File: config.mk
export PLATFORM = sky130hd
export DESIGN_NAME = graph_bfs_dfs_traversal_core
export DESIGN_NICKNAME = d
export VERILOG_FILES = /design/src/gbt_pkg.sv /design/src/gbt_ctrl.sv /design/src/gbt_datapath.sv /design/src/graph_bfs_dfs_traversal_core.sv
export SDC_FILE = /design/constraint.sdc
export NUM_CORES = 2
export LEC_CHECK = 0
export BUFFER_PORTS_ARGS = -buffer_cell sky130_fd_sc_hd__buf_2
export CAP_MARGIN = 30
export CORE_MARGIN = 1
export CORE_UTILIZATION = 57
export CTS_CLUSTER_DIAMETER = 40
export DETAILED_ROUTE_END_ITERATION = 6
export HOLD_SLACK_MARGIN = 0.08
export PLACE_DENSITY = 0.74
export SLEW_MARGIN = 40
export SYNTH_ARGS = -nofsm -noshare
export SYNTH_HDL_FRONTEND = slang
export SYNTH_HIERARCHICAL = 1
export SYNTH_SLANG_ARGS = --single-unit
File: constraint.sdc
create_clock -name clk -period 5.25 [get_ports clk]
set_input_delay 0.7875 -clock clk [delete_from_list [all_inputs] [get_ports clk]]
set_output_delay 0.7875 -clock clk [all_outputs]
set_load 0.01 [all_outputs]
File: src/gbt_pkg.sv
`timescale 1ns / 1ps
package gbt_pkg;

    localparam int VERTEX_W         = 4;
    localparam int FIELD_VERTICES   = 16;
    localparam int STATUS_W         = 2;
    localparam int CFG_INDEX_W      = 2;
    localparam int CFG_DATA_W       = 5;
    localparam int DEF_MAX_VERTICES = 16;
    localparam int DEF_MAX_EDGES    = 64;

    localparam logic [CFG_INDEX_W-1:0] REG_VERTEX_COUNT = 2'd0;
    localparam logic [CFG_INDEX_W-1:0] REG_WALK_MODE    = 2'd1;

    localparam logic [STATUS_W-1:0] ST_OK    = 2'd0;
    localparam logic [STATUS_W-1:0] ST_FULL  = 2'd1;
    localparam logic [STATUS_W-1:0] ST_RANGE = 2'd2;

    localparam logic FUNC_ADD      = 1'b0;
    localparam logic FUNC_TRAVERSE = 1'b1;

    localparam logic MODE_BREADTH = 1'b0;
    localparam logic MODE_DEPTH   = 1'b1;

    typedef enum logic [3:0] {
        S_IDLE,
        S_DECODE,
        S_ADD_LINK,
        S_EMIT_STATUS,
        S_B_POP,
        S_B_EDGE,
        S_B_TEST,
        S_D_TOP,
        S_D_TEST,
        S_D_PUSH,
        S_FINISH
    } state_t;

    typedef struct packed {
        logic latch_in;
        logic decode;
        logic add_store;
        logic add_link;
        logic emit_status;
        logic trav_init;
        logic b_pop;
        logic edge_read;
        logic b_test;
        logic d_pop;
        logic d_adv;
        logic push;
        logic produce;
        logic finish;
    } cmd_t;

    typedef struct packed {
        logic func;
        logic mode;
        logic add_ok;
        logic tail_valid;
        logic start_ok;
        logic queue_empty;
        logic stack_empty;
        logic top_empty;
        logic cur_empty;
        logic target_new;
        logic can_produce;
        logic slot_free;
        logic pend_valid;
    } stat_t;

endpackage

File: src/gbt_ctrl.sv
`timescale 1ns / 1ps
module gbt_ctrl (
    input  logic           clk,
    input  logic           rst_n,
    input  logic           in_valid,
    output logic           in_ready,
    input  gbt_pkg::stat_t stat,
    output gbt_pkg::cmd_t  cmd
);

    gbt_pkg::state_t state_reg;
    gbt_pkg::state_t state_next;

    always_ff @(posedge clk or negedge rst_n)
    begin
        if (!rst_n)
        begin
            state_reg <= gbt_pkg::S_IDLE;
        end
        else
        begin
            state_reg <= state_next;
        end
    end

    always_comb
    begin
        state_next = state_reg;
        unique case (state_reg)
            gbt_pkg::S_IDLE:
            begin
                if (in_valid)
                begin
                    state_next = gbt_pkg::S_DECODE;
                end
            end
            gbt_pkg::S_DECODE:
            begin
                if (stat.func == gbt_pkg::FUNC_ADD)
                begin
                    if (stat.add_ok && stat.tail_valid)
                    begin
                        state_next = gbt_pkg::S_ADD_LINK;
                    end
                    else
                    begin
                        state_next = gbt_pkg::S_EMIT_STATUS;
                    end
                end
                else if (!stat.start_ok)
                begin
                    state_next = gbt_pkg::S_EMIT_STATUS;
                end
                else if (stat.mode == gbt_pkg::MODE_DEPTH)
                begin
                    state_next = gbt_pkg::S_D_TOP;
                end
                else
                begin
                    state_next = gbt_pkg::S_B_POP;
                end
            end
            gbt_pkg::S_ADD_LINK:
            begin
                state_next = gbt_pkg::S_EMIT_STATUS;
            end
            gbt_pkg::S_EMIT_STATUS:
            begin
                if (stat.slot_free)
                begin
                    state_next = gbt_pkg::S_IDLE;
                end
            end
            gbt_pkg::S_B_POP:
            begin
                if (stat.queue_empty)
                begin
                    state_next = gbt_pkg::S_FINISH;
                end
                else if (stat.can_produce)
                begin
                    state_next = gbt_pkg::S_B_EDGE;
                end
            end
            gbt_pkg::S_B_EDGE:
            begin
                if (stat.cur_empty)
                begin
                    state_next = gbt_pkg::S_B_POP;
                end
                else
                begin
                    state_next = gbt_pkg::S_B_TEST;
                end
            end
            gbt_pkg::S_B_TEST:
            begin
                state_next = gbt_pkg::S_B_EDGE;
            end
            gbt_pkg::S_D_TOP:
            begin
                if (stat.stack_empty)
                begin
                    state_next = gbt_pkg::S_FINISH;
                end
                else if (!stat.top_empty)
                begin
                    state_next = gbt_pkg::S_D_TEST;
                end
            end
            gbt_pkg::S_D_TEST:
            begin
                if (stat.target_new)
                begin
                    state_next = gbt_pkg::S_D_PUSH;
                end
                else
                begin
                    state_next = gbt_pkg::S_D_TOP;
                end
            end
            gbt_pkg::S_D_PUSH:
            begin
                if (stat.can_produce)
                begin
                    state_next = gbt_pkg::S_D_TOP;
                end
            end
            gbt_pkg::S_FINISH:
            begin
                if (stat.slot_free)
                begin
                    state_next = gbt_pkg::S_IDLE;
                end
            end
            default:
            begin
                state_next = gbt_pkg::S_IDLE;
            end
        endcase
    end

    always_comb
    begin
        cmd      = '0;
        in_ready = 1'b0;
        unique case (state_reg)
            gbt_pkg::S_IDLE:
            begin
                in_ready     = 1'b1;
                cmd.latch_in = in_valid;
            end
            gbt_pkg::S_DECODE:
            begin
                cmd.decode    = 1'b1;
                cmd.add_store = (stat.func == gbt_pkg::FUNC_ADD) && stat.add_ok;
                cmd.trav_init = (stat.func == gbt_pkg::FUNC_TRAVERSE) && stat.start_ok;
                // The depth-first walk reports its start vertex straight away.
                cmd.produce   = (stat.func == gbt_pkg::FUNC_TRAVERSE) && stat.start_ok
                                && (stat.mode == gbt_pkg::MODE_DEPTH);
            end
            gbt_pkg::S_ADD_LINK:
            begin
                cmd.add_link = 1'b1;
            end
            gbt_pkg::S_EMIT_STATUS:
            begin
                cmd.emit_status = stat.slot_free;
            end
            gbt_pkg::S_B_POP:
            begin
                cmd.b_pop   = !stat.queue_empty && stat.can_produce;
                cmd.produce = !stat.queue_empty && stat.can_produce;
            end
            gbt_pkg::S_B_EDGE:
            begin
                cmd.edge_read = !stat.cur_empty;
            end
            gbt_pkg::S_B_TEST:
            begin
                cmd.b_test = 1'b1;
                cmd.push   = stat.target_new;
            end
            gbt_pkg::S_D_TOP:
            begin
                cmd.d_pop     = !stat.stack_empty && stat.top_empty;
                cmd.edge_read = !stat.stack_empty && !stat.top_empty;
            end
            gbt_pkg::S_D_TEST:
            begin
                cmd.d_adv = 1'b1;
            end
            gbt_pkg::S_D_PUSH:
            begin
                cmd.push    = stat.can_produce;
                cmd.produce = stat.can_produce;
            end
            gbt_pkg::S_FINISH:
            begin
                cmd.finish = stat.slot_free;
            end
            default:
            begin
                cmd = '0;
            end
        endcase
    end

endmodule

File: src/gbt_datapath.sv
`timescale 1ns / 1ps
module gbt_datapath #(
    parameter int MAX_VERTICES = gbt_pkg::DEF_MAX_VERTICES,
    parameter int MAX_EDGES    = gbt_pkg::DEF_MAX_EDGES
) (
    input  logic                               clk,
    input  logic                               rst_n,
    input  gbt_pkg::cmd_t                      cmd,
    output gbt_pkg::stat_t                     stat,
    input  logic                               func,
    input  logic [gbt_pkg::VERTEX_W-1:0]       vertex_a,
    input  logic [gbt_pkg::VERTEX_W-1:0]       vertex_b,
    output logic                               out_valid,
    input  logic                               out_ready,
    output logic [gbt_pkg::VERTEX_W-1:0]       vertex,
    output logic [gbt_pkg::STATUS_W-1:0]       status,
    output logic                               last,
    input  logic                               cfg_write,
    input  logic [gbt_pkg::CFG_INDEX_W-1:0]    cfg_index,
    input  logic [gbt_pkg::CFG_DATA_W-1:0]     cfg_data
);

    localparam int NV = (MAX_VERTICES < gbt_pkg::FIELD_VERTICES) ? MAX_VERTICES
                                                                 : gbt_pkg::FIELD_VERTICES;
    localparam int LW = $clog2(NV);
    localparam int CW = $clog2(NV + 1);
    localparam int AW = $clog2(MAX_EDGES);
    localparam int PW = $clog2(MAX_EDGES + 1);
    localparam logic [PW-1:0] EMPTY_PTR = PW'(MAX_EDGES);
    localparam int VW = gbt_pkg::VERTEX_W;
    localparam int DW = gbt_pkg::CFG_DATA_W;

    typedef struct packed {
        logic [PW-1:0] e;
        logic [VW-1:0] v;
    } frame_t;

    // Configuration.
    logic [DW-1:0] vcount_reg;
    logic          mode_reg;
    logic [DW-1:0] vcount_next;

    // Latched item and its status.
    logic                         func_reg;
    logic [VW-1:0]                a_reg;
    logic [VW-1:0]                b_reg;
    logic [gbt_pkg::STATUS_W-1:0] st_reg;

    // Adjacency lists.
    logic [PW-1:0] head_reg [NV];
    logic [PW-1:0] tail_reg [NV];
    logic [PW-1:0] edges_used_reg;
    logic [AW-1:0] link_reg;
    logic [AW-1:0] new_idx_reg;

    logic [VW-1:0] target_mem [MAX_EDGES];
    logic [PW-1:0] next_mem   [MAX_EDGES];
    logic [VW-1:0] rd_target_reg;
    logic [PW-1:0] rd_next_reg;

    // Walk state.
    logic [NV-1:0] visited_reg;
    frame_t        list_reg [NV];
    logic [CW-1:0] rd_ptr_reg;
    logic [CW-1:0] wr_ptr_reg;
    logic [PW-1:0] cur_e_reg;
    logic          pend_valid_reg;
    logic [VW-1:0] pend_v_reg;

    // Output word register.
    logic                         out_valid_reg;
    logic [VW-1:0]                out_vertex_reg;
    logic [gbt_pkg::STATUS_W-1:0] out_status_reg;
    logic                         out_last_reg;

    logic                         a_ok;
    logic                         b_ok;
    logic                         t_ok;
    logic                         full;
    logic [gbt_pkg::STATUS_W-1:0] add_status;
    logic [LW-1:0]                a_idx;
    logic [LW-1:0]                t_idx;
    logic [LW-1:0]                top_idx;
    logic [LW-1:0]                head_addr;
    logic [LW-1:0]                list_waddr;
    logic [CW-1:0]                wr_m1;
    logic [PW-1:0]                tail_a;
    logic [PW-1:0]                head_q;
    logic                         tail_valid;
    logic [AW-1:0]                e_idx;
    logic [AW-1:0]                edge_addr;
    logic [AW-1:0]                next_waddr;
    logic [PW-1:0]                next_wdata;
    frame_t                       top;
    frame_t                       list_wdata;
    logic                         list_we;
    logic                         slot_free;
    logic [VW-1:0]                prod_v;

    assign a_ok  = {1'b0, a_reg} < vcount_reg;
    assign b_ok  = {1'b0, b_reg} < vcount_reg;
    assign t_ok  = {1'b0, rd_target_reg} < vcount_reg;
    assign full  = edges_used_reg >= EMPTY_PTR;
    assign a_idx = a_reg[LW-1:0];
    assign t_idx = rd_target_reg[LW-1:0];
    assign e_idx = edges_used_reg[AW-1:0];
    assign wr_m1 = wr_ptr_reg - CW'(1);

    assign tail_a     = tail_reg[a_idx];
    assign tail_valid = tail_a < EMPTY_PTR;
    assign head_addr  = cmd.trav_init ? a_idx : t_idx;
    assign head_q     = head_reg[head_addr];

    // Breadth-first reads the queue at its head, depth-first at the top of the stack.
    assign top_idx   = (mode_reg == gbt_pkg::MODE_DEPTH) ? wr_m1[LW-1:0] : rd_ptr_reg[LW-1:0];
    assign top       = list_reg[top_idx];
    assign edge_addr = (mode_reg == gbt_pkg::MODE_DEPTH) ? top.e[AW-1:0] : cur_e_reg[AW-1:0];

    assign slot_free = !out_valid_reg || out_ready;

    always_comb
    begin
        if (!(a_ok && b_ok))
        begin
            add_status = gbt_pkg::ST_RANGE;
        end
        else if (full)
        begin
            add_status = gbt_pkg::ST_FULL;
        end
        else
        begin
            add_status = gbt_pkg::ST_OK;
        end
    end

    always_comb
    begin
        if (cmd.trav_init)
        begin
            prod_v = a_reg;
        end
        else if (cmd.b_pop)
        begin
            prod_v = top.v;
        end
        else
        begin
            prod_v = rd_target_reg;
        end
    end

    always_comb
    begin
        vcount_next = cfg_data;
        if (cfg_data == '0)
        begin
            vcount_next = DW'(1);
        end
        else if (cfg_data > DW'(NV))
        begin
            vcount_next = DW'(NV);
        end
    end

    always_comb
    begin
        stat             = '0;
        stat.func        = func_reg;
        stat.mode        = mode_reg;
        stat.add_ok      = a_ok && b_ok && !full;
        stat.tail_valid  = tail_valid;
        stat.start_ok    = a_ok;
        stat.queue_empty = rd_ptr_reg == wr_ptr_reg;
        stat.stack_empty = wr_ptr_reg == '0;
        stat.top_empty   = top.e >= EMPTY_PTR;
        stat.cur_empty   = cur_e_reg >= EMPTY_PTR;
        stat.target_new  = t_ok && !visited_reg[t_idx] && (wr_ptr_reg < CW'(NV));
        stat.can_produce = !pend_valid_reg || slot_free;
        stat.slot_free   = slot_free;
        stat.pend_valid  = pend_valid_reg;
    end

    always_ff @(posedge clk or negedge rst_n)
    begin
        if (!rst_n)
        begin
            vcount_reg <= DW'(NV);
            mode_reg   <= gbt_pkg::MODE_BREADTH;
        end
        else if (cfg_write)
        begin
            unique case (cfg_index)
                gbt_pkg::REG_VERTEX_COUNT: vcount_reg <= vcount_next;
                gbt_pkg::REG_WALK_MODE:    mode_reg   <= cfg_data[0];
                default:                   vcount_reg <= vcount_reg;
            endcase
        end
    end

    always_ff @(posedge clk)
    begin
        if (cmd.latch_in)
        begin
            func_reg <= func;
            a_reg    <= vertex_a;
            b_reg    <= vertex_b;
        end
        if (cmd.decode)
        begin
            st_reg <= (func_reg == gbt_pkg::FUNC_ADD) ? add_status : gbt_pkg::ST_RANGE;
        end
        if (cmd.add_store)
        begin
            link_reg    <= tail_a[AW-1:0];
            new_idx_reg <= e_idx;
        end
    end

    always_ff @(posedge clk or negedge rst_n)
    begin
        if (!rst_n)
        begin
            edges_used_reg <= '0;
            for (int i = 0; i < NV; i++)
            begin
                head_reg[i] <= EMPTY_PTR;
                tail_reg[i] <= EMPTY_PTR;
            end
        end
        else if (cmd.add_store)
        begin
            edges_used_reg  <= edges_used_reg + PW'(1);
            tail_reg[a_idx] <= PW'(e_idx);
            if (!tail_valid)
            begin
                head_reg[a_idx] <= PW'(e_idx);
            end
        end
    end

    // Edge table: a new edge is written first, the link from the old tail in the cycle after.
    assign next_waddr = cmd.add_link ? link_reg : e_idx;
    assign next_wdata = cmd.add_link ? PW'(new_idx_reg) : EMPTY_PTR;

    always_ff @(posedge clk)
    begin
        if (cmd.add_store)
        begin
            target_mem[e_idx] <= b_reg;
        end
        if (cmd.add_store || cmd.add_link)
        begin
            next_mem[next_waddr] <= next_wdata;
        end
        if (cmd.edge_read)
        begin
            rd_target_reg <= target_mem[edge_addr];
            rd_next_reg   <= next_mem[edge_addr];
        end
    end

    always_comb
    begin
        list_we    = cmd.trav_init || cmd.push || cmd.d_adv;
        list_waddr = wr_ptr_reg[LW-1:0];
        list_wdata = '{e: head_q, v: rd_target_reg};
        if (cmd.trav_init)
        begin
            list_waddr = '0;
            list_wdata = '{e: head_q, v: a_reg};
        end
        else if (cmd.d_adv)
        begin
            list_waddr = wr_m1[LW-1:0];
            list_wdata = '{e: rd_next_reg, v: top.v};
        end
    end

    always_ff @(posedge clk)
    begin
        if (list_we)
        begin
            list_reg[list_waddr] <= list_wdata;
        end
        if (cmd.b_pop)
        begin
            cur_e_reg <= top.e;
        end
        else if (cmd.b_test)
        begin
            cur_e_reg <= rd_next_reg;
        end
        if (cmd.produce)
        begin
            pend_v_reg <= prod_v;
        end
    end

    always_ff @(posedge clk or negedge rst_n)
    begin
        if (!rst_n)
        begin
            visited_reg    <= '0;
            rd_ptr_reg     <= '0;
            wr_ptr_reg     <= '0;
            pend_valid_reg <= 1'b0;
        end
        else
        begin
            if (cmd.trav_init)
            begin
                // Only the start vertex is marked when a walk begins.
                visited_reg <= NV'(1) << a_idx;
                rd_ptr_reg  <= '0;
                wr_ptr_reg  <= CW'(1);
            end
            else
            begin
                if (cmd.push)
                begin
                    visited_reg[t_idx] <= 1'b1;
                    wr_ptr_reg         <= wr_ptr_reg + CW'(1);
                end
                else if (cmd.d_pop)
                begin
                    wr_ptr_reg <= wr_m1;
                end
                if (cmd.b_pop)
                begin
                    rd_ptr_reg <= rd_ptr_reg + CW'(1);
                end
            end
            // One vertex is held back so that the final word can carry the last flag.
            if (cmd.produce)
            begin
                pend_valid_reg <= 1'b1;
            end
            else if (cmd.finish)
            begin
                pend_valid_reg <= 1'b0;
            end
        end
    end

    always_ff @(posedge clk or negedge rst_n)
    begin
        if (!rst_n)
        begin
            out_valid_reg <= 1'b0;
        end
        else if (cmd.emit_status || cmd.finish || (cmd.produce && pend_valid_reg))
        begin
            out_valid_reg <= 1'b1;
        end
        else if (out_ready)
        begin
            out_valid_reg <= 1'b0;
        end
    end

    always_ff @(posedge clk)
    begin
        if (cmd.emit_status)
        begin
            out_vertex_reg <= '0;
            out_status_reg <= st_reg;
            out_last_reg   <= 1'b1;
        end
        else if (cmd.finish)
        begin
            out_vertex_reg <= pend_v_reg;
            out_status_reg <= gbt_pkg::ST_OK;
            out_last_reg   <= 1'b1;
        end
        else if (cmd.produce && pend_valid_reg)
        begin
            out_vertex_reg <= pend_v_reg;
            out_status_reg <= gbt_pkg::ST_OK;
            out_last_reg   <= 1'b0;
        end
    end

    assign out_valid = out_valid_reg;
    assign vertex    = out_vertex_reg;
    assign status    = out_status_reg;
    assign last      = out_last_reg;

endmodule

File: src/graph_bfs_dfs_traversal_core.sv
// Directed graph store with breadth-first and depth-first walks.
// Input words (func, vertex_a, vertex_b) and result words (vertex, status, last)
// move over valid/ready channels; an input word is taken only while the block is idle.
// func 0 appends the edge vertex_a -> vertex_b and answers with one status word
// (ok, table full, or vertex out of range), issued after a decode state and, when the
// edge joins a non-empty list, a link state; the block is idle again once it is presented.
// func 1 walks from vertex_a and answers with one word per reachable vertex, the
// final one with last set, or with a range status word when vertex_a is out of range;
// walk_mode selects breadth-first or depth-first preorder. Edges are scanned one at
// a time through the single read port of the edge table.
// Configuration writes (cfg_write, cfg_index, cfg_data) take effect at once; they must be
// made by the user only while the block is idle; the block does not enforce this.
// vertex_count saturates to the range 1..MAX_VERTICES, at most 16. Reset empties the
// edge table and every edge list, sets vertex_count to its maximum and selects
// breadth-first order. One result word is held in an output register and one more
// is held back; a stalled receiver pauses the walk at its next result until ready.
`timescale 1ns / 1ps
module graph_bfs_dfs_traversal_core #(
    parameter int MAX_VERTICES = gbt_pkg::DEF_MAX_VERTICES,
    parameter int MAX_EDGES    = gbt_pkg::DEF_MAX_EDGES
) (
    input  logic                            clk,
    input  logic                            rst_n,
    input  logic                            in_valid,
    output logic                            in_ready,
    input  logic                            func,
    input  logic [gbt_pkg::VERTEX_W-1:0]    vertex_a,
    input  logic [gbt_pkg::VERTEX_W-1:0]    vertex_b,
    output logic                            out_valid,
    input  logic                            out_ready,
    output logic [gbt_pkg::VERTEX_W-1:0]    vertex,
    output logic [gbt_pkg::STATUS_W-1:0]    status,
    output logic                            last,
    input  logic                            cfg_write,
    input  logic [gbt_pkg::CFG_INDEX_W-1:0] cfg_index,
    input  logic [gbt_pkg::CFG_DATA_W-1:0]  cfg_data
);

    gbt_pkg::cmd_t  cmd;
    gbt_pkg::stat_t stat;

    gbt_ctrl u_ctrl (
        .clk      (clk),
        .rst_n    (rst_n),
        .in_valid (in_valid),
        .in_ready (in_ready),
        .stat     (stat),
        .cmd      (cmd)
    );

    gbt_datapath #(
        .MAX_VERTICES (MAX_VERTICES),
        .MAX_EDGES    (MAX_EDGES)
    ) u_datapath (
        .clk       (clk),
        .rst_n     (rst_n),
        .cmd       (cmd),
        .stat      (stat),
        .func      (func),
        .vertex_a  (vertex_a),
        .vertex_b  (vertex_b),
        .out_valid (out_valid),
        .out_ready (out_ready),
        .vertex    (vertex),
        .status    (status),
        .last      (last),
        .cfg_write (cfg_write),
        .cfg_index (cfg_index),
        .cfg_data  (cfg_data)
    );

`ifndef SYNTH
    a_idle_flushed: assert property (@(posedge clk) disable iff (!rst_n)
        in_ready |-> !stat.pend_valid)
        else $error("held vertex left behind when the block went idle");

    a_one_step: assert property (@(posedge clk) disable iff (!rst_n)
        $onehot0({cmd.latch_in, cmd.decode, cmd.add_link, cmd.emit_status, cmd.b_pop,
                  cmd.edge_read, cmd.b_test, cmd.d_pop, cmd.d_adv, cmd.finish}))
        else $error("more than one controller step issued in a cycle");

    a_status_word: assert property (@(posedge clk) disable iff (!rst_n)
        (out_valid && (status != gbt_pkg::ST_OK)) |-> ((vertex == '0) && last))
        else $error("error status word without zero vertex and last flag");

    a_finish_last: assert property (@(posedge clk) disable iff (!rst_n)
        cmd.finish |=> (out_valid && last))
        else $error("end of walk did not present a final word");
`endif

endmodule
### Yosys cells after proc, flatten, opt, wreduce, memory -nomap -nowiden

Memory sizes are Yosys's and may differ from the RTL's. A register that Yosys moved wholly into a read port is not among the register bits.
Index checks and enable logic that the tools add are counted.

* add/sub/neg operators: 4
* order comparisons: 14
* equality and inequality tests: 17
* shifts and indexed selects: 1
* mux-type cells: 80
* bitwise gates (word level): 6
* reductions and logical operators: 48

Operators by type and width (number)
* bitwise mux 112 bit: 2
* two-way mux 4 bit: 18
* binary-select mux 7 bit (select 4 bit): 2
* two-way mux 7 bit: 8
* case mux 4 bit (10 select lines): 1
* two-way mux 5 bit: 7
* two-way mux 16 bit: 2
* demux 7 bit (select 4 bit): 1
* two-way mux 1 bit: 24
* two-way mux 11 bit: 2
* >= comparator 7 bit, second input constant: 3
* equality test 4 x 3 -> 1 bit, second input constant: 4
* OR 16 bit: 1
* << shifter 1 x 4 -> 16 bit, first input constant: 1
* less-than comparator 4 x 5 -> 1 bit: 3
* logical AND 1 bit: 14
* equality test 4 bit, second input constant: 3
* two-way mux 2 bit: 6
* two-way mux 6 bit: 2
* nonzero test 2 bit: 6
* adder 5 x 1 -> 5 bit, second input constant: 2
* >= comparator 5 bit, second input constant: 2
* zero test 5 bit: 2
* inverter 4 -> 5 bit: 2
* other kinds (29): 52

* bits in registers: 310
* RAM bits: 880
* output and inout bits: 9
* memories: 3

Memory list
* u_datapath.next_mem: words 64, bits a word 7, rd ports 1, clocked after memory_dff 1, write ports 1, RTL line gbt_datapath.sv:57 `logic [PW-1:0] next_mem [MAX_EDGES];`
* u_datapath.target_mem: words 64, bits a word 4, rd ports 1, clocked after memory_dff 1, write ports 1, RTL line gbt_datapath.sv:56 `logic [VW-1:0] target_mem [MAX_EDGES];`
* u_datapath.list_reg: words 16, bits a word 11, rd ports 1, clocked after memory_dff 0, write ports 1, RTL line gbt_datapath.sv:63 `frame_t list_reg [NV];`

### Logic depth before layout (Yosys ltp)

* depth in word-level cells: 10
* depth in mapped cells: 21
* depth with buffers taken out: 14

### By module

Netlist, hierarchy kept.

By module, submodules not included
* gbt_datapath: instances 1, cells each 3425, area an instance 50668.6 um^2
* gbt_ctrl: instances 1, cells each 82, area an instance 594.3 um^2

### Worst setup path before layout

Ideal clock, no wire load.

* kind: flip-flop to flip-flop
* from: register u_datapath.b_reg[1]
* to: memory u_datapath/target_mem[15][0] in the netlist's numbering, enable pin
* library setup time: 0.377 ns
* arrival time: 4.583 ns
* required time: 4.873 ns
* slack: 0.290 ns
* cell stages (with the launch flop): 13
* buffers on the path: 2
* path through: edfxtp_1 -> ha_1 -> a21o_1 -> a21o_1 -> a21oi_1 -> a21oi_1 -> nor2_1 -> nor3b_1 -> and2_0 -> clkbuf_1 -> nand3_1 -> clkbuf_1 -> nor4_1

RTL lines
* from (decl): RTL line gbt_datapath.sv:46 `logic [VW-1:0] b_reg;`
* from (signal assigned): RTL line gbt_datapath.sv:207 `b_reg <= vertex_b;`
* to (decl): RTL line gbt_datapath.sv:56

### Worst setup path in the final report

* from: register u_datapath.wr_ptr_reg[0]
* to: register u_datapath.rd_target_reg[0] (read register of u_datapath.target_mem), data pin

* word-level cells in the longest chain between the ends: 7
* elaborated cells on any way between the ends: 10
* those cells by class: add/sub (1); order compare (1); mux (3); reduce/logical (4); memory (1)

Ends and longest elaborated chain
* from (decl): RTL line gbt_datapath.sv:65 `logic [CW-1:0] wr_ptr_reg;`
* from (signal assigned): RTL line gbt_datapath.sv:323 `wr_ptr_reg <= wr_ptr_reg + CW'(1);`
* from (signal assigned): RTL line gbt_datapath.sv:327 `wr_ptr_reg <= wr_m1;`
* subtractor 5 x 1 -> 5 bit: RTL line gbt_datapath.sv:107 `assign wr_m1 = wr_ptr_reg - CW'(1);`
* two-way mux 4 bit: RTL line gbt_datapath.sv:115 `assign top_idx = (mode_reg == gbt_pkg::MODE_DEPTH) ? wr_m1[LW-1:0] : rd_ptr_reg[LW-1:0];`
* memory read (16 x 11 bit)
* >= comparator 7 bit: RTL line gbt_datapath.sv:176 `stat.top_empty = top.e >= EMPTY_PTR;`
* zero test 1 bit
* logical AND 1 bit: RTL line gbt_ctrl.sv:187 `cmd.edge_read = !stat.stack_empty && !stat.top_empty;`
* case mux 1 bit (2 select lines): RTL line gbt_ctrl.sv:147 `unique case (state_reg)`
* to (decl): RTL line gbt_datapath.sv:58 `logic [VW-1:0] rd_target_reg;`

Several ways; a longest one is shown, not always the timed one.
A chain may end at the register's enable or synchronous reset.

==> out/metrics.cfg <==
[run_status]
status = finished with violations
violations = design-rule violations

[pwr]
p_leak_uw = 0.02132
power.total_uw = 31330
ir_worst_vdd_mv = 0.5133
pwr_density_cell_nw_per_um2 = 537.5

[floorplan]
dieArea_um2 = 91130
die_y_um = 301.9
start_util_pct = 57.73
num_rows = 109
coreArea_um2 = 88780
die_width_um = 301.9
ios = 30

[worst_hold_path]
hold_path.class = in2reg
hold_start = vertex_b[2]
min_to = u_datapath/b_reg[2]
hold-path-cell-count = 1

[sta]
min_period_ns = 4.859
setup_viol = 0
worst_pin_slew_ns = 0.9116
max_clock_freq_mhz = 205.8
report.final.slew_viol_count = 0
clock_skew_ns = 0.04419
tns_ns = 0
finalHoldViolCount = 0
min_period_over_period_pct = 92.55
slew_headroom_pct = 39.22
grt_setup_unrepaired = no

[final_layout]
fin_nets = 3631
layout-drive-gt1-share_pct = 21.14
largest_register_ffs = 448
instances_no_fill = 4880
syn_to_final_growth_pct = 13.72
fillCellCount = 6087
final_area_um2 = 58290

[logic_synthesis]
synth_area_um2 = 51260
postSynthNetCount = 3542
synthCells = 3506
synth.avg_cell_area_um2 = 14.62
yosysWarnings = 6

[flow_run]
drv_cap = 0

[grt]
grt_pass1_wl_um = 186900
gr-total-overflow = 0
grt_pass1_vias = 30642
grt_max_degree = 102
antenna_found_initial = 1
grt_usage_pct = 27.64

[detailed_routing]
drt-total-wl_um = 123400
via_count = 30768
drtIter0Drc = 3399
vias_per_cell = 6.305
wl_per_cell_um = 25.28
first_pass_iters = 7
post-route-drc-count = 4
final_antenna_net_count = 0

[critical_path]
r2r-end = u_datapath/rd_target_reg[0]
cp_slowest_cell = and3_1
r2r_start = u_datapath/wr_ptr_reg[0]
critPathMaxStageDelay_ns = 0.74
worstPathArrival_ns = 5.47
path_cells = inv_1 > ha_1 > nand2b_1 > nand2_1 > buf_4 > a211oi_1 > a311oi_1 > or4_1 > mux2i_1 > and3_1 > nand2_1 > o22ai_1 > nor3_1 > o2111ai_1
critPathRequiredTime_ns = 5.86
critPathMaxFanout = 19
reg2reg_depth = 14
reg2reg_slack_ns = 0.39
worst_setup_path_end_kind = flip-flop
cp-start-kind = flip-flop
crit_top_cell = nand2_1
crit_type = reg2reg

[placed_design]
routabilityCongestion = 0.9379
place_area_um2 = 53270
portBuffers = 29
place_inst = 4615
dp_hpwl_um = 79080

[clocking]
htreeDepth = 4
cts.reportedPaths.clkPinSlew_ns = 0.06
clkSinkCount = 1201
cts_made_buffers = 142
cts_root_buf = clkbuf_16
clkLatencyLatePin_ns = 0.78
cts_tree = built
clockBufferDepth = 3
ctsResizeCount = 0

## power breakdown
part / leakage (µW) / internal [µW] / total, µW / switching, µW
clock: 0.00241 / 6080 / 10100 / 4070
sequential: 0.0121 / 11200 / 11600 / 394
combinational: 0.00684 / 3460 / 9540 / 6080
## worst max-delay path by stage
stage          slack, ns                      endpoint                     start
6_report            0.39   u_datapath/rd_target_reg[0]  u_datapath/wr_ptr_reg[0]
4_1_cts             0.43   u_datapath/rd_target_reg[0]  u_datapath/wr_ptr_reg[0]
2_1_floorplan       0.29  u_datapath/target_mem[15][0]       u_datapath/b_reg[1]
3_5_place_dp        0.42   u_datapath/rd_target_reg[0]  u_datapath/wr_ptr_reg[0]
3_3_place_gp        0.58   u_datapath/rd_target_reg[0]  u_datapath/wr_ptr_reg[0]
5_1_grt             0.07   u_datapath/rd_target_reg[0]  u_datapath/wr_ptr_reg[0]
## timing repair
action | 4_1_cts | 5_1_grt
hold endpoints to repair | 38 | 0
hold buffers | 1 | 0
buffers inserted | 0 | 0
## final cells by class
class,count,area (µm²),share of cell area (%)
antenna,1,2.502,0.004293
clock buffer,173,3711,6.367
clock inverter,90,1292,2.217
inverter,26,97.59,0.1674
multi-input combinational,2049,15600,26.77
sequential,1201,34710,59.55
tap,1165,1458,2.501
timing repair buffer,175,1411,2.421
## critical path: cells and delay by family (launching register included)
kind,cells,cell delay [ns]
simple gates,6,2.35
compound gates,4,0.69
fa+ha+maj,1,0.46
buf+inv,2,0.44
mux,1,0.43
flops,1,0.35
## cell usage in the layout, fill, tap and decap left out, types with 14 or more instances in the layout
cell	instances
mux2_2	200
o21ai_0	131
buf_2	28
clkbuf_1	28
clkbuf_16	143
nand4_1	38
a21oi_1	56
dfrtp_1	235
mux4_2	89
and2_1	34
o22ai_1	14
a22oi_1	84
bufinv_16	18
inv_1	23
nor2b_1	56
nand2b_1	28
dfstp_2	33
mux2i_1	296
buf_4	133
nand2_1	289
nor3_1	29
nand3_1	52
nor2_1	303
ha_1	15
and3_1	16
a211oi_1	100
edfxtp_1	927
clkinv_2	20
## metrics by stage
stage / utilization, % / hold WS, ns / setup slack, ns
6_report: 65.65 / 0.2063 / 0.3914
5_1_grt: 65.65 / 0.1886 / 0.07267
4_1_cts: 65.64 / 0.1761 / 0.4302
3_5_place_dp: 60.00 / 0.4533 / 0.4180
3_3_place_gp: 59.91 / 0.4534 / 0.5821
2_1_floorplan: - / 0.4231 / 0.2900
## layer usage
metal | GRT usage [%] | part of all wire [%] | wire [µm]
met4 | 10.23 | 3.3 | 4074
met1 | 37.84 | 40 | 49780
met5 | 0 | 0 | 0
met3 | 6.170 | 8.6 | 10630
met2 | 43.77 | 48 | 58870
(Power assumes the default switching activity.)
